==> src/rtl/bdn_pkg.sv <==
// ----------------------------------------------------------------------------
// bdn_pkg
// Shared widths, register indexes and pipeline payload types of the box
// distance and normal pipeline.
// ----------------------------------------------------------------------------
package bdn_pkg;

  // coordinate and result widths
  localparam int CW   = 24;          // point, centre, distance
  localparam int HW   = 23;          // half extents, sweep length
  localparam int QW   = 25;          // translated coordinate, signed
  localparam int DW   = 26;          // per-axis excess, signed
  localparam int EW   = 25;          // positive excess, unsigned
  localparam int SW   = 50;          // sum of squared excesses
  localparam int LW   = 25;          // root
  localparam int RW   = 27;          // root remainder
  localparam int NW   = 18;          // normal component
  localparam int QB   = 17;          // quotient bits of a normal divide
  localparam int DNW  = 43;          // divide numerator
  localparam int DDW  = 26;          // divide divisor
  localparam int SQ_STAGES = LW;
  localparam int DIV_STAGES = QB;

  localparam logic signed [CW-1:0] DIST_MAX = 24'sh7FFFFF;
  localparam logic signed [NW-1:0] ONE_Q16  = 18'sd65536;

  // register indexes
  localparam logic [2:0] REG_SWEEP_EN  = 3'd0;
  localparam logic [2:0] REG_HALF_X    = 3'd1;
  localparam logic [2:0] REG_HALF_Y    = 3'd2;
  localparam logic [2:0] REG_HALF_Z    = 3'd3;
  localparam logic [2:0] REG_SWEEP_LEN = 3'd4;
  localparam logic [2:0] REG_CENTER_X  = 3'd5;
  localparam logic [2:0] REG_CENTER_Y  = 3'd6;
  localparam logic [2:0] REG_CENTER_Z  = 3'd7;

  typedef struct packed {
    logic                 sweep_en;
    logic [HW-1:0]        half_x;
    logic [HW-1:0]        half_y;
    logic [HW-1:0]        half_z;
    logic [HW-1:0]        sweep_len;
    logic signed [CW-1:0] center_x;
    logic signed [CW-1:0] center_y;
    logic signed [CW-1:0] center_z;
  } bdn_cfg_t;

  // carried alongside the root
  typedef struct packed {
    logic [2:0]           neg;
    logic                 outside;
    logic [1:0]           axis;
    logic signed [CW-1:0] dist_in;
    logic [EW-1:0]        e0;
    logic [EW-1:0]        e1;
    logic [EW-1:0]        e2;
  } bdn_side_t;

  // carried alongside the divides
  typedef struct packed {
    logic [2:0]           neg;
    logic                 outside;
    logic [1:0]           axis;
    logic signed [CW-1:0] dist_in;
    logic [LW-1:0]        len;
  } bdn_tail_t;

endpackage

==> src/rtl/bdn_div.sv <==
// ----------------------------------------------------------------------------
// bdn_div
// Pipelined restoring divider for one normal component, one quotient bit
// per stage.
// ----------------------------------------------------------------------------
module bdn_div (
  input  logic                    clk,
  input  logic                    en,
  input  logic [bdn_pkg::DNW-1:0] num,
  input  logic [bdn_pkg::DDW-1:0] den,
  output logic [bdn_pkg::QB-1:0]  quo
);

  localparam int N   = bdn_pkg::DIV_STAGES;
  localparam int DNW = bdn_pkg::DNW;
  localparam int DDW = bdn_pkg::DDW;
  localparam int QB  = bdn_pkg::QB;

  logic [DNW-1:0] rem_a [N+1];
  logic [DDW-1:0] den_a [N+1];
  logic [QB-1:0]  quo_a [N+1];

  assign rem_a[0] = num;
  assign den_a[0] = den;
  assign quo_a[0] = '0;

  for (genvar i = 0; i < N; i++) begin : g_stage
    logic [DNW-1:0] dk;
    logic           take;
    logic [DNW-1:0] rem_r;
    logic [DDW-1:0] den_r;
    logic [QB-1:0]  quo_r;

    // divisor aligned to the current quotient bit
    assign dk   = {{(DNW-DDW){1'b0}}, den_a[i]} << (N-1-i);
    assign take = (rem_a[i] >= dk);

    always_ff @(posedge clk) begin
      if (en) begin
        rem_r <= take ? (rem_a[i] - dk) : rem_a[i];
        den_r <= den_a[i];
        quo_r <= {quo_a[i][QB-2:0], take};
      end
    end

    assign rem_a[i+1] = rem_r;
    assign den_a[i+1] = den_r;
    assign quo_a[i+1] = quo_r;
  end

  assign quo = quo_a[N];

endmodule

==> config.mk <==
export PLATFORM = sky130hd
export DESIGN_NAME = bdn_div
export DESIGN_NICKNAME = d
export VERILOG_FILES = /design/src/rtl/bdn_pkg.sv /design/src/rtl/bdn_div.sv
export SDC_FILE = /design/constraint.sdc
export NUM_CORES = 2
export LEC_CHECK = 0
export ABC_AREA = 1
export BUFFER_PORTS_ARGS = -buffer_cell sky130_fd_sc_hd__buf_2
export CAP_MARGIN = 5
export CORE_MARGIN = 1.5
export CORE_UTILIZATION = 45
export CTS_CLUSTER_SIZE = 30
export DETAILED_ROUTE_END_ITERATION = 8
export PLACE_DENSITY = 0.57
export SYNTH_ARGS = -nofsm -noshare
export SYNTH_HDL_FRONTEND = slang
export SYNTH_SLANG_ARGS = --single-unit
==> constraint.sdc <==
create_clock -name clk -period 3.1 [get_ports clk]
set_clock_uncertainty 0.1 [all_clocks]
set_input_delay 0.155 -clock clk [delete_from_list [all_inputs] [get_ports clk]]
set_output_delay 0.155 -clock clk [all_outputs]
set_load 0.005 [all_outputs]
* Word-level counts from Yosys, hierarchy flattened *
Index checks and enable logic that the tools add are counted.

operators by class
  $lt $le $gt $ge = 17
  mux-type cells = 16
  add/subtract/negate cells = 16

operators by type and width
  operator          number
  $mux 43           16
  $ge 43x26->1      1
  $ge 43x27->1      1
  $ge 43x28->1      1
  $ge 43x29->1      1
  $ge 43x30->1      1
  $ge 43x31->1      1
  $ge 43x32->1      1
  $ge 43x33->1      1
  $ge 43x34->1      1
  $ge 43x35->1      1
  $ge 43x36->1      1
  $ge 43x37->1      1
  $ge 43x38->1      1
  $ge 43x39->1      1
  $ge 43x40->1      1
  $ge 43x41->1      1
  $ge 43x42->1      1
  $sub 43x27->43    1
  $sub 43x28->43    1
  $sub 43x29->43    1
  $sub 43x30->43    1
  $sub 43x31->43    1
  $sub 43x32->43    1
  10 further kinds  10

storage, ports and cells
  bits of input ports = 71
  output and inout bits = 17
  flip-flop bits (word level) = 1257
  word-level logic and storage cells = 98

* Depth between registers and ports, before layout *
  word-level depth = 2
  depth in mapped cells = 16
  mapped depth without buffers = 16

* Least setup slack after synthesis *
No wires, ideal clock.

  path kind = reg2reg
  from = register g_stage[12].rem_r[3]
  to = register g_stage[13].rem_r[27], data pin
  data required time = 2748 ps
  setup time = 252 ps
  setup slack = 676 ps
  buffers on the path = 2
  stages on the path, launching flop included = 17
  clock period less this slack = 2424 ps
  arrival time = 2072 ps
  cells stage by stage = edfxtp_1 > inv_1 > ha_1 > inv_1 > fa_1 > nand3_1 > nand3_2 > nand2_1 > nand3_2 > nand2_1 > nand3_1 > nand2_1 > nand2_2 > buf_6 > buf_6 > nand2_1 > nand2_1

on the way
  cells in the longest elaborated chain, start to end = 2
  elaborated cells between the ends (all ways) = 3
  those cells by class = 1 x add/sub; 1 x order compare; 1 x mux

RTL lines
  what                                                   line                          source
  from (decl)                                            bdn_div.sv:30                 logic [DNW-1:0] rem_r;
  from (signal assigned)                                 bdn_div.sv:40                 rem_r <= take ? (rem_a[i] - dk) : rem_a[i];
  $sub 43x29->43 / $ge 43x29->1 (equally long branches)  bdn_div.sv:40, bdn_div.sv:36
  $mux 43 (*)                                            bdn_div.sv:40
  to (signal assigned)                                   bdn_div.sv:40
  to (decl)                                              bdn_div.sv:30

Every way passes the cells marked *; elsewhere a longest branch is shown, timed or not.
A chain may end at the register's enable or synchronous reset.

* Final worst setup path *
  from = register g_stage[1].den_r[18]
  to = register g_stage[2].rem_r[26], data pin

on the way
  cells in the longest elaborated chain, start to end = 2

RTL lines
  what                    line           source
  from (decl)             bdn_div.sv:31  logic [DDW-1:0] den_r;
  from (signal assigned)  bdn_div.sv:41  den_r <= den_a[i];
  $ge 43x40->1            bdn_div.sv:36  assign take = (rem_a[i] >= dk);
  $mux 43                 bdn_div.sv:40
  to (signal assigned)    bdn_div.sv:40
  to (decl)               bdn_div.sv:30

Every way passes these cells.

==> out/qor.yml <==
run_status: "complete, no violations"
slowest_stage: "edfxtp_1"
grt_pass1_vias: 69400
root_buffer: "clkbuf_16"
drive_above_1_share: 0.0643
dominantRegCellSynth: "edfxtp_1"
synth-edff-count: 1257
slew_viol_final: 0
finalCritPeriodShare: 0.965
clock_path_buffers: 3
clkLatencyLatePin_ns: 0.80
cp.arrival_ns: 3.39
reg2reg_depth: 13
highest_layer: "met4"
rsz0062_at_grt: "false"
path_max_fanout: 27
grt_pass1_wl_um: 435000
synth_seq_area_share: 0.453
grt_overflow: 0
endpoint_kind: "register"
dr_wl_met3_um: 16600
initial_utilization: 0.454
slew_headroom: 0.499
place_area_mm2: 0.0885
die_y_um: 434
io_buffers: 87
synth_cell_types: 46
wl_met1_um: 125000
max_stage_delay_ns: 0.47
max_freq_mhz: 334
drt_wl_total_um: 296000
synth_area_per_cell_um2: 7.63
tightest_slew_ns: 0.750
setup.worst_path.start_class: "register"
ys_async_sr_fraction: 0
hold_path_class: "in2reg"
dpl.hpwl_um: 244000
cts.sinks: 1257
dieArea_mm2: 0.188
final_cells: 14000
dr.pass1.iters: 7
cts_tree: "built"
timing.final.crit_period_ns: 2.99
synth_cells: 10900
clk_pin_slew_ns: 0.06
setup_viol: 0
synth_area_mm2: 0.0834
numCtsBuffers: 146
pre_cts_slack_ns: -0.0123
ir_drop_mv: 0.512
htree_levels: 4
dr_wl_met2_um: 140000
synth_warnings: 0
layout_common_cells: "nand2_1 (4109), inv_1 (1936), edfxtp_1 (1257)"
setup_slack_ns: 0.108
vias: 72500
grt_max_degree: 106
final_common_cell: "nand2_1"
rows: 157
synth_nets: 11500
powerDensity_mw_per_mm2: 880
finalNetCount: 12000
core_area_mm2: 0.184
worstSetupPathType: "reg2reg"
track_usage: 0.312
placed_cells: 13600
critPathRequiredTime_ns: 3.49
hold_depth: 2
place_congestion: 0.984
critical_path.cell_chain: "inv_1 > ha_1 > nand2_1 > nor2_1 > nand2_1 > inv_1 > nand2_1 > nor2_1 > nor2_1 > nand3_2 > inv_2 > nand2_1 > nand2_1"
drc: 0
vias_per_cell: 5.17
cap_violations: 0
die_w_um: 434
ys_ff_latch: 1257
leakagePower_uw: 0.0454
hold_viol: 0
antenna_found_initial: 2
areaGrowthSynthToFinish_pct: 13.2
wl_per_cell_um: 21.1
drt_iter0_markers: 6446
ioPinCount: 88
ant_nets: 0
post-route-util: 0.514
path_common_cell: "nand2_1"
final_area_mm2: 0.0944
-- critical path, delay by kind of cell (launching register included) --
kind	cells	cell delay (ns)
buffers and inverters	3	0.41
AND/OR/NAND/NOR	9	1.33
adder cells (fa/ha/maj)	1	0.37
flip-flops	1	0.47
-- registers in the layout, indices dropped and copies added, names as in the netlist --
name	count
g_stage.den_r	416
quo	17
g_stage.rem_r	688
g_stage.quo_r	136
-- power by group --
part           switching [uW]  leakage [uW]  internal, uW  total (uW)
Combinational           26000        0.0310         12600       38600
Clock                    7440       0.00228          9660       17100
Sequential               3500        0.0122         23900       27400
-- stage by stage --
stage	setup TNS [ns]	power, uW	hold WS [ns]
after floorplan	0	51100	0.154
after global placement	-0.0827	65500	0.252
after detailed placement	-0.0158	65500	0.250
after CTS	0	83000	0.00209
after global routing	0	88700	0.00997
final	0	83100	0.0470
-- Yosys cell counts, drive strengths merged (8+ instances only) --
master / n / share of area
nand2: 4130 / 0.19
inv: 1950 / 0.088
edfxtp: 1257 / 0.45
nor2: 973 / 0.045
nand3: 596 / 0.037
a21oi: 461 / 0.029
ha: 442 / 0.066
o21ai: 279 / 0.019
xor2: 192 / 0.020
nand4: 187 / 0.014
nor3: 121 / 0.0076
buf: 92 / 0.0098
xnor2: 67 / 0.0070
nand3b: 54 / 0.0050
o21bai: 35 / 0.0032
fa: 16 / 0.0038
nor4: 16 / 0.0013
and3: 12 / 0.00090
and2: 11 / 0.00083
o21a: 11 / 0.00099
a21o: 8 / 0.00072
o211ai: 8 / 0.00072
-- cells by family (layout without fill, tap and decap cells) --
family                     after synthesis  in the layout  share of synthesized area
adders and majority gates              458            458                     0.0701
buffers and inverters                 2042           2672                     0.0977
and+or+nand+nor                       6109           6110                      0.299
xor gates and xnor gates               259            259                     0.0272
DFF                                   1257           1257                      0.453
other                                    0              3                          0
AOI/OAI and AO/OA                      806            806                     0.0534
-- per-layer routing --
| layer | GRT usage | vias up |
|---|---|---|
| met1 | 0.399 | 33900 |
| met3 | 0.0431 | 487 |
| met4 | 0.132 | 0 |
| li1 | - | 35900 |
| met2 | 0.528 | 2192 |
| met5 | 0 | - |
-- final cells by class --
cell class                 count  area (um^2)
fill                       18000        89300
sequential                  1257        37700
multi-input combinational   7633        37600
inverter                    1950         7330
timing repair buffer         460         3950
clock buffer                 170         3760
tap                         2464         3080
clock inverter                92          940
antenna                        3         7.51
-- timing repair --
action	CTS	global route
cloned	0	1
buffers inserted	2	2
hold buffers	111	0
setup endpoints to repair	6	57
hold endpoints to repair	299	0
pin swaps	0	0
resized for setup	1	14
-- path summary, 6_finish.rpt --
kind | startpoint | to | slack (ns)
worst min register to register | g_stage[15].quo_r[2]$_DFFE_PP_ | quo[3]$_DFFE_PP_ | 0.32
worst max register to register | g_stage[1].den_r[18]$_DFFE_PP_ | g_stage[2].rem_r[26]$_DFFE_PP_ | 0.11
worst min-delay path | den[25] | g_stage[0].den_r[25]$_DFFE_PP_ | 0.05
worst max-delay path | g_stage[1].den_r[18]$_DFFE_PP_ | g_stage[2].rem_r[26]$_DFFE_PP_ | 0.11
Power figures use the tool's default switching activity.
