==> src/rtl/bdn_pkg.sv <==
// ----------------------------------------------------------------------------
// bdn_pkg
// Shared widths, register indexes and pipeline payload types of the box
// distance and normal pipeline.
// ----------------------------------------------------------------------------
package bdn_pkg;

  // coordinate and result widths
  localparam int CW   = 24;          // point, centre, distance
  localparam int HW   = 23;          // half extents, sweep length
  localparam int QW   = 25;          // translated coordinate, signed
  localparam int DW   = 26;          // per-axis excess, signed
  localparam int EW   = 25;          // positive excess, unsigned
  localparam int SW   = 50;          // sum of squared excesses
  localparam int LW   = 25;          // root
  localparam int RW   = 27;          // root remainder
  localparam int NW   = 18;          // normal component
  localparam int QB   = 17;          // quotient bits of a normal divide
  localparam int DNW  = 43;          // divide numerator
  localparam int DDW  = 26;          // divide divisor
  localparam int SQ_STAGES = LW;
  localparam int DIV_STAGES = QB;

  localparam logic signed [CW-1:0] DIST_MAX = 24'sh7FFFFF;
  localparam logic signed [NW-1:0] ONE_Q16  = 18'sd65536;

  // register indexes
  localparam logic [2:0] REG_SWEEP_EN  = 3'd0;
  localparam logic [2:0] REG_HALF_X    = 3'd1;
  localparam logic [2:0] REG_HALF_Y    = 3'd2;
  localparam logic [2:0] REG_HALF_Z    = 3'd3;
  localparam logic [2:0] REG_SWEEP_LEN = 3'd4;
  localparam logic [2:0] REG_CENTER_X  = 3'd5;
  localparam logic [2:0] REG_CENTER_Y  = 3'd6;
  localparam logic [2:0] REG_CENTER_Z  = 3'd7;

  typedef struct packed {
    logic                 sweep_en;
    logic [HW-1:0]        half_x;
    logic [HW-1:0]        half_y;
    logic [HW-1:0]        half_z;
    logic [HW-1:0]        sweep_len;
    logic signed [CW-1:0] center_x;
    logic signed [CW-1:0] center_y;
    logic signed [CW-1:0] center_z;
  } bdn_cfg_t;

  // carried alongside the root
  typedef struct packed {
    logic [2:0]           neg;
    logic                 outside;
    logic [1:0]           axis;
    logic signed [CW-1:0] dist_in;
    logic [EW-1:0]        e0;
    logic [EW-1:0]        e1;
    logic [EW-1:0]        e2;
  } bdn_side_t;

  // carried alongside the divides
  typedef struct packed {
    logic [2:0]           neg;
    logic                 outside;
    logic [1:0]           axis;
    logic signed [CW-1:0] dist_in;
    logic [LW-1:0]        len;
  } bdn_tail_t;

endpackage

==> src/rtl/bdn_sqrt.sv <==
// ----------------------------------------------------------------------------
// bdn_sqrt
// Pipelined integer square root, one root bit per stage, remainder kept.
// ----------------------------------------------------------------------------
module bdn_sqrt (
  input  logic                   clk,
  input  logic                   rst_n,
  input  logic                   en,
  input  logic                   in_v,
  input  logic [bdn_pkg::SW-1:0] s_in,
  input  bdn_pkg::bdn_side_t     side_in,
  output logic                   out_v,
  output logic [bdn_pkg::LW-1:0] root,
  output logic [bdn_pkg::RW-1:0] rem,
  output bdn_pkg::bdn_side_t     side_out
);

  localparam int N  = bdn_pkg::SQ_STAGES;
  localparam int SW = bdn_pkg::SW;
  localparam int LW = bdn_pkg::LW;
  localparam int RW = bdn_pkg::RW;

  logic               v_a    [N+1];
  logic [SW-1:0]      s_a    [N+1];
  logic [LW-1:0]      root_a [N+1];
  logic [RW-1:0]      rem_a  [N+1];
  bdn_pkg::bdn_side_t side_a [N+1];

  assign v_a[0]    = in_v;
  assign s_a[0]    = s_in;
  assign root_a[0] = '0;
  assign rem_a[0]  = '0;
  assign side_a[0] = side_in;

  for (genvar i = 0; i < N; i++) begin : g_stage
    logic [RW+1:0] rem_sh;
    logic [RW+1:0] trial;
    logic          take;
    logic          v_r;
    logic [SW-1:0] s_r;
    logic [LW-1:0] root_r;
    logic [RW-1:0] rem_r;
    bdn_pkg::bdn_side_t side_r;

    // bring down the next two radicand bits and try a one digit
    assign rem_sh = {rem_a[i], s_a[i][SW-1-2*i -: 2]};
    assign trial  = {2'b00, root_a[i], 2'b01};
    assign take   = (rem_sh >= trial);

    always_ff @(posedge clk) begin
      if (!rst_n) begin
        v_r <= 1'b0;
      end else if (en) begin
        v_r <= v_a[i];
      end
    end

    always_ff @(posedge clk) begin
      if (en) begin
        s_r    <= s_a[i];
        side_r <= side_a[i];
        root_r <= {root_a[i][LW-2:0], take};
        rem_r  <= take ? RW'(rem_sh - trial) : RW'(rem_sh);
      end
    end

    assign v_a[i+1]    = v_r;
    assign s_a[i+1]    = s_r;
    assign root_a[i+1] = root_r;
    assign rem_a[i+1]  = rem_r;
    assign side_a[i+1] = side_r;
  end

  assign out_v    = v_a[N];
  assign root     = root_a[N];
  assign rem      = rem_a[N];
  assign side_out = side_a[N];

endmodule

==> config.mk <==
export PLATFORM = sky130hd
export DESIGN_NAME = bdn_sqrt
export DESIGN_NICKNAME = d
export VERILOG_FILES = /design/src/rtl/bdn_pkg.sv /design/src/rtl/bdn_sqrt.sv
export SDC_FILE = /design/constraint.sdc
export NUM_CORES = 2
export LEC_CHECK = 0
export ABC_AREA = 1
export BUFFER_PORTS_ARGS = -buffer_cell sky130_fd_sc_hd__buf_2
export CORE_MARGIN = 4
export CORE_UTILIZATION = 56
export CTS_CLUSTER_DIAMETER = 50
export DETAILED_ROUTE_END_ITERATION = 6
export GPL_ROUTABILITY_DRIVEN = 0
export PLACE_DENSITY = 0.78
export SLEW_MARGIN = 15
export SYNTH_ARGS = -nofsm -noshare
export SYNTH_HDL_FRONTEND = slang
export SYNTH_SLANG_ARGS = --single-unit
==> constraint.sdc <==
create_clock -name clk -period 2.1 [get_ports clk]
set_clock_uncertainty 0.1 [all_clocks]
set_input_delay 0.21 -clock clk [delete_from_list [all_inputs] [get_ports clk]]
set_output_delay 0.21 -clock clk [all_outputs]
set_load 0.02 [all_outputs]
==> out/summary.txt, run 1 <==
Error: [ERROR GRT-0232] Routing congestion too high. Check the congestion heatmap in the GUI.
stage reached: global routing (5_1_grt)
# IOs: 317
WEP type: sequential cell input
clk sink count: 4213
Crit. endpoint post-GRT repair: g_stage[15].rem_r[23]$_DFFE_PP_/D
yosys warns: 0
asr flop ratio synth: 0%
pin count of the biggest net entering global routing: 135
Mapped Cells: 12900
CTS root buf: clkbuf_16
GRT Total Usage: 46.4%
total CTS buffers: 431
Syn Std Cell Area: 0.167 mm^2
Final HPWL DP: 240 mm
Starting Density: 56.3%
Seq/Total Area, Yosys: 75.5%
status: did not finish
H-tree Lvls: 5
PortBufs: 316
Post-synth top flop: edfxtp_1
mean post-synth cell area: 12.9 um^2
Synth Register Bits: 4213
Synth Net Count: 13400
Max clock buf depth: 4
gr ovfl total: 987
Yosys cell types: 53
Setup Slack @ Placement: -0.347 ns
Post-synth EDFFs: 4188
Die H: 554 um
Die X: 554 um
row count: 200
Yosys cell counts, types with 26 or more instances:
cell	instances	share of area, %
inv_1	1760	4.0
nand3_1	589	1.8
nand2_2	26	0.097
nor2_2	51	0.19
nor3_1	112	0.34
edfxtp_1	4188	75
buf_4	29	0.13
nor2_1	846	1.9
o21ai_0	139	0.42
xor2_1	193	1.0
nand3b_1	82	0.37
a21oi_2	57	0.30
nand4_1	158	0.59
nand2_1	3605	8.1
a21oi_1	308	0.92
buf_6	36	0.24
xnor2_1	78	0.41
o21ai_1	52	0.16
ha_1	354	2.6
logic make-up after synthesis:
| logic type | after synthesis | synth area share (%) |
|---|---|---|
| AOI/OAI and AO/OA | 619 | 2.10 |
| xor gates and xnor gates | 271 | 1.42 |
| adders and majority gates | 354 | 2.65 |
| buffers and inverters | 1875 | 4.46 |
| DFF | 4213 | 75.5 |
| other | 1 | 0.00224 |
| and+or+nand+nor | 5576 | 13.8 |
metrics by stage:
step | cell area, um^2 | cells | utilization [%]
4_1_cts | 214000 | 20400 | 72.1
3_5_place_dp | 189000 | 19000 | 63.6
3_3_place_gp | 189000 | 19000 | 63.6
2_1_floorplan | 167000 | 12900 | -
per-layer routing:
layer	overflow	global-route usage, %
met4	321	36.2
met1	103	49.5
met5	12	19.0
met2	449	61.2
met3	102	32.4
what timing repair did:
action	4_1_cts
setup endpoints to repair	631
endpoints found under the hold margin	1407
gates resized for setup	1159
setup buffers	244
pin swaps	326
gates cloned	28
hold buffers	317
==> run 2, diff against run 1 <==
--- a/config.mk
+++ b/config.mk
@@ -8,11 +8,10 @@
 export ABC_AREA = 1
 export BUFFER_PORTS_ARGS = -buffer_cell sky130_fd_sc_hd__buf_2
 export CORE_MARGIN = 4
-export CORE_UTILIZATION = 56
-export CTS_CLUSTER_DIAMETER = 50
+export CORE_UTILIZATION = 40
 export DETAILED_ROUTE_END_ITERATION = 6
 export GPL_ROUTABILITY_DRIVEN = 0
-export PLACE_DENSITY = 0.78
+export PLACE_DENSITY_LB_ADDON = 0.15
 export SLEW_MARGIN = 15
 export SYNTH_ARGS = -nofsm -noshare
 export SYNTH_HDL_FRONTEND = slang
==> constraint.sdc (replaced) <==
create_clock -name clk -period 2.73 [get_ports clk]
set_clock_uncertainty 0.1 [all_clocks]
set_input_delay 0.273 -clock clk [delete_from_list [all_inputs] [get_ports clk]]
set_output_delay 0.273 -clock clk [all_outputs]
set_load 0.02 [all_outputs]
==> run 2 against run 1 <==
Area after synthesis stayed put. The flow now finishes, with violations (design-rule violations). Synthesized cell count is the same.
==> out/summary.txt, run 2 <==
Synth Net Count: 13400 (unchanged)
Internal: 117000 uW
Post-synth top flop: edfxtp_1
nets: 14800
detailed-route DRC error count: 20
layout cells sized above 1: 10.3%
clock power share: 37.4%
DR vias/cell: 4.64
Worst Path Arrival: 3.24 ns
Starting Density: 40.1% (-16 points)
pin count of the biggest net entering global routing: 107
core area: 0.417 mm^2
post-synth top area share: 75.2% (unchanged)
gr ovfl total: 0
PortBufs: 316 (unchanged)
number of setup violations in the final report: 0
Seq/Total Area, Yosys: 75.5% (unchanged)
hold crit path type: primary input to register
CP delay by family, top: simple AND/OR/NAND/NOR gates
P&R area growth vs syn: 17.2%
Iteration-0 DRC Markers: 6959
hold_ws: 0.0838 ns
Final period util: 94.9%
Post-synth EDFFs: 4188 (unchanged)
Mapped Cells: 12900 (unchanged)
switching power total: 38400 uW
total CTS buffers: 440 (+2.1%)
Syn Std Cell Area: 0.167 mm^2 (unchanged)
setup_tns: 0 ns
CTS tree: yes
Die X: 654 um (+18%)
initial antenna violation count: 6
count leader, synth: edfxtp_1
endpoint class of the critical path: register
Fmax: 386 MHz
CP Buf/Inv Count: 1
Die ar.: 0.428 mm^2
clk sink count: 4213 (unchanged)
antenna-violating nets left: 0
Final HPWL DP: 231 mm (-3.8%)
combinational share of power: 11.2%
Setup Slack @ Placement: 0.0997 ns (+0.447 ns)
slew margin rel.: 56.3%
asr flop ratio synth: 0% (unchanged)
yosys warns: 0 (unchanged)
most common cell after layout, fill and taps aside: edfxtp_1
fin cells: 20100
biggest registers after layout: g_stage.side_r: 2520 flops, g_stage.rem_r: 611 flops, g_stage.s_r: 600 flops
status: finished, violations left
top cells by count, synth: 4188 x edfxtp_1, 3605 x nand2_1, 1760 x inv_1, 846 x nor2_1, 589 x nand3_1
dpl cells: 19000 (-0.21%)
cell breakdown of the critical path: ha_1, a21oi_2, nand2_1, nand2_1, nand2_1, nand2_2, nand3b_2, nor2_4, buf_12, xor2_1
Die H: 654 um (+18%)
Critical Path Max Stage Delay: 0.47 ns
Area contributors post-synth: edfxtp_1 75%, nand2_1 8.1%, inv_1 4.0%
actual slew at the worst max-slew pin: 0.655 ns
Synth Register Bits: 4213 (unchanged)
Max clock buf depth: 4 (unchanged)
Sw Ratio: 24.8%
first-pass GRT wire length: 512 mm
Max-Cap Viols: 0
H-tree Lvls: 5 (unchanged)
Avg WL per Cell: 16.3 um
Yosys cell types: 53 (unchanged)
First-pass DRT Iterations: 7
PD cells: 791 mW/mm^2
most used cell, CP: nand2_1
max reg flops: 2520
post-route setup slack: 0.138 ns
Sequential Power Share: 51.4%
Critical Path Slowest Stage Cell: edfxtp_1
Synth area leader: edfxtp_1
post-layout min period: 2.59 ns
# IOs: 317 (unchanged)
Reg clk slew, reported paths: 0.06 ns
violated checks: design-rule violations
crit-path max FO: 27
Total Wirelength: 328 mm
mean post-synth cell area: 12.9 um^2 (unchanged)
Final Util: 47.0%
Critical Path RT: 3.37 ns
commonest cells after routing, fill and taps aside: 4188 x edfxtp_1, 3605 x nand2_1, 1760 x inv_1, 843 x nor2_1, 589 x nand3_1
Static Leakage: 0.0787 uW
Max VDD drop: 0.640 mV
WS Path Type: register to register
CP startpoint kind: register
Clock Latency Late Sink: 0.97 ns
CTS root buf: clkbuf_16
fin. max-slew vios: 0
Top reg by flops: g_stage.side_r
Via Count: 93300
row count: 237 (+19%)
vias in the first global route: 90700
GRT Total Usage: 15.1%
hold violation total from the final report: 0
[run 2: cell counts after synthesis]
No cell type changed its count.
[run 2: area by class of cell]
| class | count | area, um^2 |
|---|---|---|
| diodes | 2 | 5.00 |
| clock buffers | 542 | 11400 |
| clock inverters | 270 | 2710 |
| fillers | 37000 | 221000 |
| inverters | 1787 | 6730 |
| multi-input cells | 6821 | 33500 |
| flip-flops and latches | 4213 | 126000 |
| well taps | 5497 | 6880 |
| repair buffers | 983 | 8350 |
[run 2: repair_timing]
item | 4_1_cts | 5_1_grt
setup buffers | 0 | 4
endpoints found under the setup margin | 0 | 28
gates resized for setup | 0 | 8
hold buffers | 314 | 0
endpoints found under the hold margin | 769 | 0
[run 2: worst paths after layout]
kind	startpoint	end	slack, ns	cells after the start
hold / removal	s_in[23]	g_stage[0].s_r[23]	0.08	2
setup reg to reg	g_stage[5].rem_r[0]	g_stage[6].rem_r[0]	0.14	10
setup / recovery	g_stage[5].rem_r[0]	g_stage[6].rem_r[0]	0.14	10
hold reg to reg	g_stage[9].side_r[103]	g_stage[10].side_r[103]	0.25	0
[run 2: logic make-up after synthesis]
kind of cell               share of synthesized area, %
other                                           0.00224
adders and majority gates                          2.65
AOI/OAI and AO/OA                                  2.10
DFF                                                75.5
xor gates and xnor gates                           1.42
and+or+nand+nor                                    13.8
buffers and inverters                              4.46
[run 2: stage by stage]
stage	total power (uW)	instance area, um^2
after floorplan	90700	167000
after detailed placement	98000	178000
after global routing	163000	196000
after global placement	97800	178000
final	155000	196000
after CTS	157000	196000
[run 2: power by group through the flow]
stage                     Clock (uW)  Combinational (uW)  Sequential, uW
after detailed placement           0               17000           81000
after global routing           63100               19800           80000
after global placement             0               16900           80900
after CTS                      60300               17400           79700
after floorplan                    0               10800           79900
final                          57900               17400           79600
[run 2: metal layers]
metal / vias to the layer above / global-route usage, % / share of wire (%)
li1: 46600 / - / -
met3: 623 / 2.09 / 4.7
met1: 44000 / 20.8 / 45
met5: - / 0 / 0
met2: 2117 / 24.6 / 47
met4: 0 / 5.07 / 3.4
(Power assumes the default switching activity.)
