===== config.mk =====
export PLATFORM = sky130hd
export DESIGN_NAME = bdn_front
export DESIGN_NICKNAME = d
export VERILOG_FILES = /design/src/rtl/bdn_pkg.sv /design/src/rtl/bdn_front.sv
export SDC_FILE = /design/constraint.sdc
export NUM_CORES = 2
export LEC_CHECK = 0
export ABC_CLOCK_PERIOD_IN_PS = 12900
export BUFFER_PORTS_ARGS = -buffer_cell sky130_fd_sc_hd__buf_2
export CORE_MARGIN = 3
export CORE_UTILIZATION = 45
export CTS_BUF_LIST = sky130_fd_sc_hd__clkbuf_8
export CTS_CLUSTER_SIZE = 8
export DETAILED_ROUTE_END_ITERATION = 8
export GPL_TIMING_DRIVEN = 0
export PLACE_DENSITY = 0.71
export SYNTH_ARGS = -nofsm -noshare
export SYNTH_HDL_FRONTEND = slang
export SYNTH_SLANG_ARGS = --single-unit

===== constraint.sdc =====
create_clock -name clk -period 12.9 [get_ports clk]
set_clock_uncertainty 0.15 [all_clocks]
set_input_delay 1.29 -clock clk [delete_from_list [all_inputs] [get_ports clk]]
set_output_delay 1.29 -clock clk [all_outputs]
set_load 0.03 [all_outputs]

===== src/rtl/bdn_pkg.sv =====
// ----------------------------------------------------------------------------
// bdn_pkg
// Shared widths, register indexes and pipeline payload types of the box
// distance and normal pipeline.
// ----------------------------------------------------------------------------
package bdn_pkg;

  // coordinate and result widths
  localparam int CW   = 24;          // point, centre, distance
  localparam int HW   = 23;          // half extents, sweep length
  localparam int QW   = 25;          // translated coordinate, signed
  localparam int DW   = 26;          // per-axis excess, signed
  localparam int EW   = 25;          // positive excess, unsigned
  localparam int SW   = 50;          // sum of squared excesses
  localparam int LW   = 25;          // root
  localparam int RW   = 27;          // root remainder
  localparam int NW   = 18;          // normal component
  localparam int QB   = 17;          // quotient bits of a normal divide
  localparam int DNW  = 43;          // divide numerator
  localparam int DDW  = 26;          // divide divisor
  localparam int SQ_STAGES = LW;
  localparam int DIV_STAGES = QB;

  localparam logic signed [CW-1:0] DIST_MAX = 24'sh7FFFFF;
  localparam logic signed [NW-1:0] ONE_Q16  = 18'sd65536;

  // register indexes
  localparam logic [2:0] REG_SWEEP_EN  = 3'd0;
  localparam logic [2:0] REG_HALF_X    = 3'd1;
  localparam logic [2:0] REG_HALF_Y    = 3'd2;
  localparam logic [2:0] REG_HALF_Z    = 3'd3;
  localparam logic [2:0] REG_SWEEP_LEN = 3'd4;
  localparam logic [2:0] REG_CENTER_X  = 3'd5;
  localparam logic [2:0] REG_CENTER_Y  = 3'd6;
  localparam logic [2:0] REG_CENTER_Z  = 3'd7;

  typedef struct packed {
    logic                 sweep_en;
    logic [HW-1:0]        half_x;
    logic [HW-1:0]        half_y;
    logic [HW-1:0]        half_z;
    logic [HW-1:0]        sweep_len;
    logic signed [CW-1:0] center_x;
    logic signed [CW-1:0] center_y;
    logic signed [CW-1:0] center_z;
  } bdn_cfg_t;

  // carried alongside the root
  typedef struct packed {
    logic [2:0]           neg;
    logic                 outside;
    logic [1:0]           axis;
    logic signed [CW-1:0] dist_in;
    logic [EW-1:0]        e0;
    logic [EW-1:0]        e1;
    logic [EW-1:0]        e2;
  } bdn_side_t;

  // carried alongside the divides
  typedef struct packed {
    logic [2:0]           neg;
    logic                 outside;
    logic [1:0]           axis;
    logic signed [CW-1:0] dist_in;
    logic [LW-1:0]        len;
  } bdn_tail_t;

endpackage


===== src/rtl/bdn_front.sv =====
// ----------------------------------------------------------------------------
// bdn_front
// Translate, sweep, excess, squares and sum: five register stages.
// ----------------------------------------------------------------------------
module bdn_front (
  input  logic                          clk,
  input  logic                          rst_n,
  input  logic                          en,
  input  bdn_pkg::bdn_cfg_t             cfg,
  input  logic                          in_v,
  input  logic signed [bdn_pkg::CW-1:0] px,
  input  logic signed [bdn_pkg::CW-1:0] py,
  input  logic signed [bdn_pkg::CW-1:0] pz,
  output logic                          out_v,
  output logic [bdn_pkg::SW-1:0]        sum,
  output bdn_pkg::bdn_side_t            side
);

  localparam int QW = bdn_pkg::QW;
  localparam int DW = bdn_pkg::DW;
  localparam int EW = bdn_pkg::EW;
  localparam int SW = bdn_pkg::SW;
  localparam int CW = bdn_pkg::CW;

  logic [4:0] v_r;

  // stage 1 translate
  logic signed [QW-1:0] q1_r [3];
  // stage 2 sweep
  logic signed [QW-1:0] q2_r [3];
  logic signed [QW-1:0] q2_nxt;
  // stage 3 excess
  logic signed [DW-1:0] d3_r [3];
  logic [EW-1:0]        e3_r [3];
  logic [2:0]           neg3_r;
  // stage 4 squares, largest excess
  logic [SW-1:0]        sq4_r [3];
  logic [EW-1:0]        e4_r [3];
  logic [2:0]           neg4_r;
  logic [1:0]           axis4_r, axis4_nxt;
  logic signed [DW-1:0] max4_r, max4_nxt;
  // stage 5 sum
  logic [SW-1:0]        sum5_r;
  bdn_pkg::bdn_side_t   side5_r;

  logic [bdn_pkg::HW-1:0] half [3];
  logic [QW-1:0]          mag  [3];
  logic signed [DW-1:0]   dd   [3];

  assign half[0] = cfg.half_x;
  assign half[1] = cfg.half_y;
  assign half[2] = cfg.half_z;

  // valid chain
  always_ff @(posedge clk) begin
    if (!rst_n) begin
      v_r <= '0;
    end else if (en) begin
      v_r <= {v_r[3:0], in_v};
    end
  end

  // sweep reduction of x
  always_comb begin
    q2_nxt = q1_r[0];
    if (cfg.sweep_en && !q1_r[0][QW-1]) begin
      if (q1_r[0] > $signed({2'b00, cfg.sweep_len})) begin
        q2_nxt = q1_r[0] - $signed({2'b00, cfg.sweep_len});
      end else begin
        q2_nxt = '0;
      end
    end
  end

  // magnitude and excess per axis
  always_comb begin
    for (int i = 0; i < 3; i++) begin
      mag[i] = q2_r[i][QW-1] ? QW'(-q2_r[i]) : QW'(q2_r[i]);
      dd[i]  = $signed({1'b0, mag[i]}) - $signed({3'b000, half[i]});
    end
  end

  // largest excess, ties to the lowest axis
  always_comb begin
    axis4_nxt = 2'd0;
    max4_nxt  = d3_r[0];
    if (d3_r[1] > max4_nxt) begin
      max4_nxt  = d3_r[1];
      axis4_nxt = 2'd1;
    end
    if (d3_r[2] > max4_nxt) begin
      max4_nxt  = d3_r[2];
      axis4_nxt = 2'd2;
    end
  end

  // datapath stages
  always_ff @(posedge clk) begin
    if (en) begin
      q1_r[0] <= $signed({px[CW-1], px}) - $signed({cfg.center_x[CW-1], cfg.center_x});
      q1_r[1] <= $signed({py[CW-1], py}) - $signed({cfg.center_y[CW-1], cfg.center_y});
      q1_r[2] <= $signed({pz[CW-1], pz}) - $signed({cfg.center_z[CW-1], cfg.center_z});

      q2_r[0] <= q2_nxt;
      q2_r[1] <= q1_r[1];
      q2_r[2] <= q1_r[2];

      for (int i = 0; i < 3; i++) begin
        d3_r[i]   <= dd[i];
        e3_r[i]   <= (dd[i] > 0) ? dd[i][EW-1:0] : '0;
        neg3_r[i] <= q2_r[i][QW-1];
        sq4_r[i]  <= e3_r[i] * e3_r[i];
        e4_r[i]   <= e3_r[i];
      end
      neg4_r  <= neg3_r;
      axis4_r <= axis4_nxt;
      max4_r  <= max4_nxt;

      sum5_r          <= sq4_r[0] + sq4_r[1] + sq4_r[2];
      side5_r.neg     <= neg4_r;
      side5_r.outside <= (max4_r > 0);
      side5_r.axis    <= axis4_r;
      side5_r.dist_in <= max4_r[CW-1:0];
      side5_r.e0      <= e4_r[0];
      side5_r.e1      <= e4_r[1];
      side5_r.e2      <= e4_r[2];
    end
  end

  assign out_v = v_r[4];
  assign sum   = sum5_r;
  assign side  = side5_r;

endmodule


* After elaboration in Yosys (flattened, before gate mapping)
Memories as Yosys holds them, arrays and structs flattened. A register that Yosys moved wholly into a read port is not among the register bits.
Index checks and enable logic that the tools add are counted.
** Word-level totals
- Word-level logic and storage cells :: 53
- Bits in registers :: 119
- Memories kept :: 6
- Memory bits (writable) :: 528
- Output and inout bits :: 156
** Cells by class
- Multipliers :: 3
- Reduce and logical (&&, ||, !) cells :: 2
- Add/subtract/negate cells :: 12
- Muxes and demuxes :: 13
- Order comparisons :: 7
** Memory list
- sq4_r :: words 3, bits a word 50, read ports 3, clocked after Yosys merged registers in 0, write ports 3, line bdn_front.sv:37 : logic [SW-1:0] sq4_r [3];
- d3_r :: words 3, bits a word 26, read ports 3, clocked after Yosys merged registers in 0, write ports 3, line bdn_front.sv:33 : logic signed [DW-1:0] d3_r [3];
- e3_r :: words 3, bits a word 25, read ports 3, clocked after Yosys merged registers in 0, write ports 3, line bdn_front.sv:34 : logic [EW-1:0] e3_r [3];
- e4_r :: words 3, bits a word 25, read ports 3, clocked after Yosys merged registers in 3, write ports 3, line bdn_front.sv:38 : logic [EW-1:0] e4_r [3];
- q1_r :: words 3, bits a word 25, read ports 3, clocked after Yosys merged registers in 0, write ports 3, line bdn_front.sv:28 : logic signed [QW-1:0] q1_r [3];
- q2_r :: words 3, bits a word 25, read ports 3, clocked after Yosys merged registers in 0, write ports 3, line bdn_front.sv:30 : logic signed [QW-1:0] q2_r [3];
** Operator list (count)
- 25-bit two-way mux :: 8
- 25-bit by 25-bit multiplier with 50-bit output :: 3
- 26-bit by 1-bit greater-than comparator with 1-bit output, second input constant :: 4
- 50-bit adder :: 2
- 25-bit by 23-bit subtractor with 26-bit output :: 3
- 25-bit negator :: 3
- 24-bit by 24-bit subtractor with 25-bit output :: 3
- 26-bit greater-than comparator :: 2
- 26-bit two-way mux :: 2
- 25-bit by 24-bit greater-than comparator with 1-bit output :: 1
- 25-bit by 24-bit subtractor with 25-bit output :: 1
- 1-bit two-way mux :: 3
- 1-bit logical AND :: 1
- 1-bit zero test :: 1

* Logic depth before layout (Yosys ltp)
An unclocked memory read counts as a cell.
- Depth after elaboration :: 6
- Gate-level depth with buffers :: 30
- Gate-level depth less buffers :: 28

* Worst setup path after synthesis
Ideal clock, no wire load.
- Kind :: reg-to-reg
- From :: memory e3_r[2][3] (netlist: e3_r[0][53])
- To :: memory sq4_r[2][48] (netlist: sq4_r[0][148]), data pin
- Library setup time :: 0.258 ns
- Stages on the path, launching flop included :: 31
- Setup slack :: 5.021 ns
- Period minus slack after synthesis :: 7.879 ns
- Buffers on the path :: 3
- Required time :: 12.492 ns
- Data arrival time :: 7.472 ns
- Cells stage by stage :: edfxtp_1 -> clkbuf_1 -> clkbuf_1 -> nand2_1 -> fa_1 -> inv_1 -> fa_1 -> inv_1 -> fa_1 -> inv_1 -> fa_1 -> inv_1 -> fa_1 -> inv_1 -> fa_1 -> inv_1 -> fa_1 -> inv_1 -> ha_1 -> clkbuf_1 -> a21o_1 -> a21o_1 -> a211o_1 -> o32ai_1 -> o21ai_1 -> o211ai_2 -> a21oi_1 -> a21bo_2 -> a211o_1 -> a21oi_1 -> xnor2_1
** RTL lines (line)
- from (decl) :: bdn_front.sv:34
- to (decl) :: bdn_front.sv:37

==> out/qor.csv <==
metric;value;unit
routability cong.;1.00;
final worst path period need;10.18;ns
vias in the first global route;68400;
router iterations before antenna repair;5;
Req. time, crit path;13.38;ns
final period utilization;0.789;
status;complete, no violations;
H-tree levels;4;
unrepaired setup endpoints after global routing;false;
# nets final;11800;
die area;205000;um^2
starting density of the core;0.454;
post-synth cell types;82;
critical path data arrival time;10.65;ns
FP Rows;163;
EDFF count, synth;711;
post-synthesis cell count;8744;
CTS Hold Bufs;0;
Syn Std Cell Area;89900;um^2
TritonCTS Buffers;136;
#FFs+latches synth;716;
Slew HR;0.216;
top_reg_cell synth;edfxtp_1;
CTS Buffer Depth;3;
final hold vios;0;
via count;62700;
Ys Warns;0;
Max Cap Viol;0;
initial antenna violation count;37;
ratio of cells with drive above 1 in the final layout;0.0681;
width of the chip;453;um
Vias/cell;5.21;
WL final;256000;um
GRT Overall Usage;0.255;
# setup viols final;0;
DPL Wire Length;212000;um
largest net degree at the start of global routing;127;
fillers;18000;
worst hold margin;0.222;ns
Port Buf Inserts;396;
CTS root buffer;clkbuf_8;
Die Ht;453;um
Startpoint Class;flop;
clock-pin slew on the worst setup and hold paths;0.06;ns
Slew @ Worst Pin;1.15;ns
final-report max-slew violation count;0;
hold crit path type;reg2reg;
Post-DRT Antenna Nets;0;
CP endpoint kind;flop;
first-pass GRT wire length;393000;um
Iter 0 DRT Violations;4569;
Post-synth ARST share;0;
post-CTS sizing;0;
postcts setup bufs;0;
CP Class;reg2reg;
crit path max fanout;10;
register area share after synthesis;0.239;
mean post-synth cell area;10.3;um^2
Sink Count;716;
CTS tree;built;
DRC;0;
GR Overflow Total;0;
Core ar.;198000;um^2
top-level I/O count;397;
WL/cell;21.3;um
Area Overhead vs Synth;9.01;%
clk_lat worst skew;0.93;ns
Fmax;98.3;MHz
[stage by stage]
stage               setup slack, ns   util  setup TNS, ns  cells  instance area [um^2]
floorplan                      5.02      -              0   8746                 89900
global placement             -0.601  0.481        -286.16  11800                 95200
detailed placement             2.94  0.481              0  11800                 95300
CTS                            2.86  0.494              0  12000                 97900
global route                   2.45  0.494              0  12000                 97900
finish                         2.72  0.495              0  12000                 98000
[cell families (layout without fill, tap and decap cells)]
family	count (synthesis)	in the layout	synth area share
AND/OR/NAND/NOR	1700	1700	0.0934
flip-flops	716	716	0.239
other	1	27	0.0000417
adder cells (fa/ha/maj)	2279	2279	0.439
AO/OA/AOI/OAI	1053	1053	0.0753
multiplexers	65	65	0.00731
buffers and inverters	2508	3144	0.105
XOR/XNOR	422	422	0.0411
[final cells by class]
cell class / instances / area (um^2) / share of cell area
Inverter: 2311 / 8670 / 0.0886
Multi-Input combinational cell: 5522 / 59000 / 0.602
Antenna cell: 24 / 60.1 / 0.000613
Clock buffer: 137 / 1890 / 0.0192
Clock inverter: 97 / 681 / 0.00695
Sequential cell: 716 / 21500 / 0.219
Buffer: 197 / 771 / 0.00787
Timing Repair Buffer: 402 / 2160 / 0.0220
Tap cell: 2640 / 3300 / 0.0337
[layout by cell type, fill, tap and decap left out, types with 186 or more instances in the layout]
| master | count |
|---|---|
| edfxtp_1 | 711 |
| buf_2 | 396 |
| fa_1 | 1457 |
| nand2_1 | 657 |
| and2_1 | 373 |
| ha_1 | 822 |
| inv_1 | 2340 |
| o21ai_0 | 186 |
| xnor2_1 | 316 |
| a21oi_1 | 317 |
| nor2_1 | 235 |
| clkbuf_1 | 187 |
[registers in the layout, indices dropped and copies added, names as in the netlist]
signal	flops
v_r	5
q1_r	75
neg4_r	3
e3_r	75
q2_r	75
sum	50
neg3_r	3
d3_r	78
max4_r	26
side	105
e4_r	72
sq4_r	147
axis4_r	2
[final timing paths]
| kind | startpoint | cells after the start | to | slack, ns |
|---|---|---|---|---|
| max | e3_r[0][3] | 26 | sq4_r[0][47] | 2.72 |
| min | e4_r[0][58] | 0 | side[8] | 0.22 |
| max reg2reg | e3_r[0][3] | 26 | sq4_r[0][47] | 2.72 |
| min reg2reg | e4_r[0][58] | 0 | side[8] | 0.22 |
[synthesized netlist by cell type (all sizes together), types with 17 or more instances]
master     n  area share
a211oi    23      0.0019
a21boi    18      0.0015
a21o     183       0.015
a21oi    317       0.018
a22o      23      0.0022
a31oi     38      0.0026
and2     374       0.026
and3      24      0.0017
clkbuf   187      0.0078
edfxtp   711        0.24
fa      1457        0.32
ha       822        0.11
inv     2311       0.097
mux2i     60      0.0067
nand2    657       0.027
nand2b    46      0.0032
nand3     63      0.0035
nand4     34      0.0024
nor2     236      0.0099
nor2b    127      0.0091
nor3      42      0.0023
nor4      17      0.0012
o21a      49      0.0041
o21ai    189       0.011
o21bai    53      0.0044
o31ai     38      0.0032
or2       20      0.0014
or3       25      0.0019
xnor2    316       0.031
xor2     106       0.010
[worst max-delay path: stages (launching register included)]
cell and delay (ns):
edfxtp_1 1.08, clkbuf_1 0.68, nand2_1 0.23, fa_1 0.57, inv_1 0.06, fa_1 0.53
inv_1 0.06, fa_1 0.61, fa_1 0.47, fa_1 0.54, inv_1 0.05, fa_1 0.47
inv_1 0.05, fa_1 0.48, inv_1 0.04, ha_1 0.37, nand2_1 0.10, nor3_1 0.19
nand2_1 0.13, a2111oi_0 1.00, o21ai_0 0.50, a31oi_1 0.46, o31ai_1 0.18, nand3b_1 0.14
a31o_2 0.17, a21oi_1 0.09, xnor2_1 0.46
[metal layers]
metal  vias to the layer above  global-route usage  share of wire
li1                      28400                   -              -
met1                     31300               0.308           0.38
met2                      2343               0.417           0.47
met3                       643              0.0551          0.076
met4                        26               0.158          0.072
met5                         -                   0        0.00059
Power is left out: the tool's default activity adds up to more than one toggle a clock period on the data nets, which glitch-free logic cannot reach.
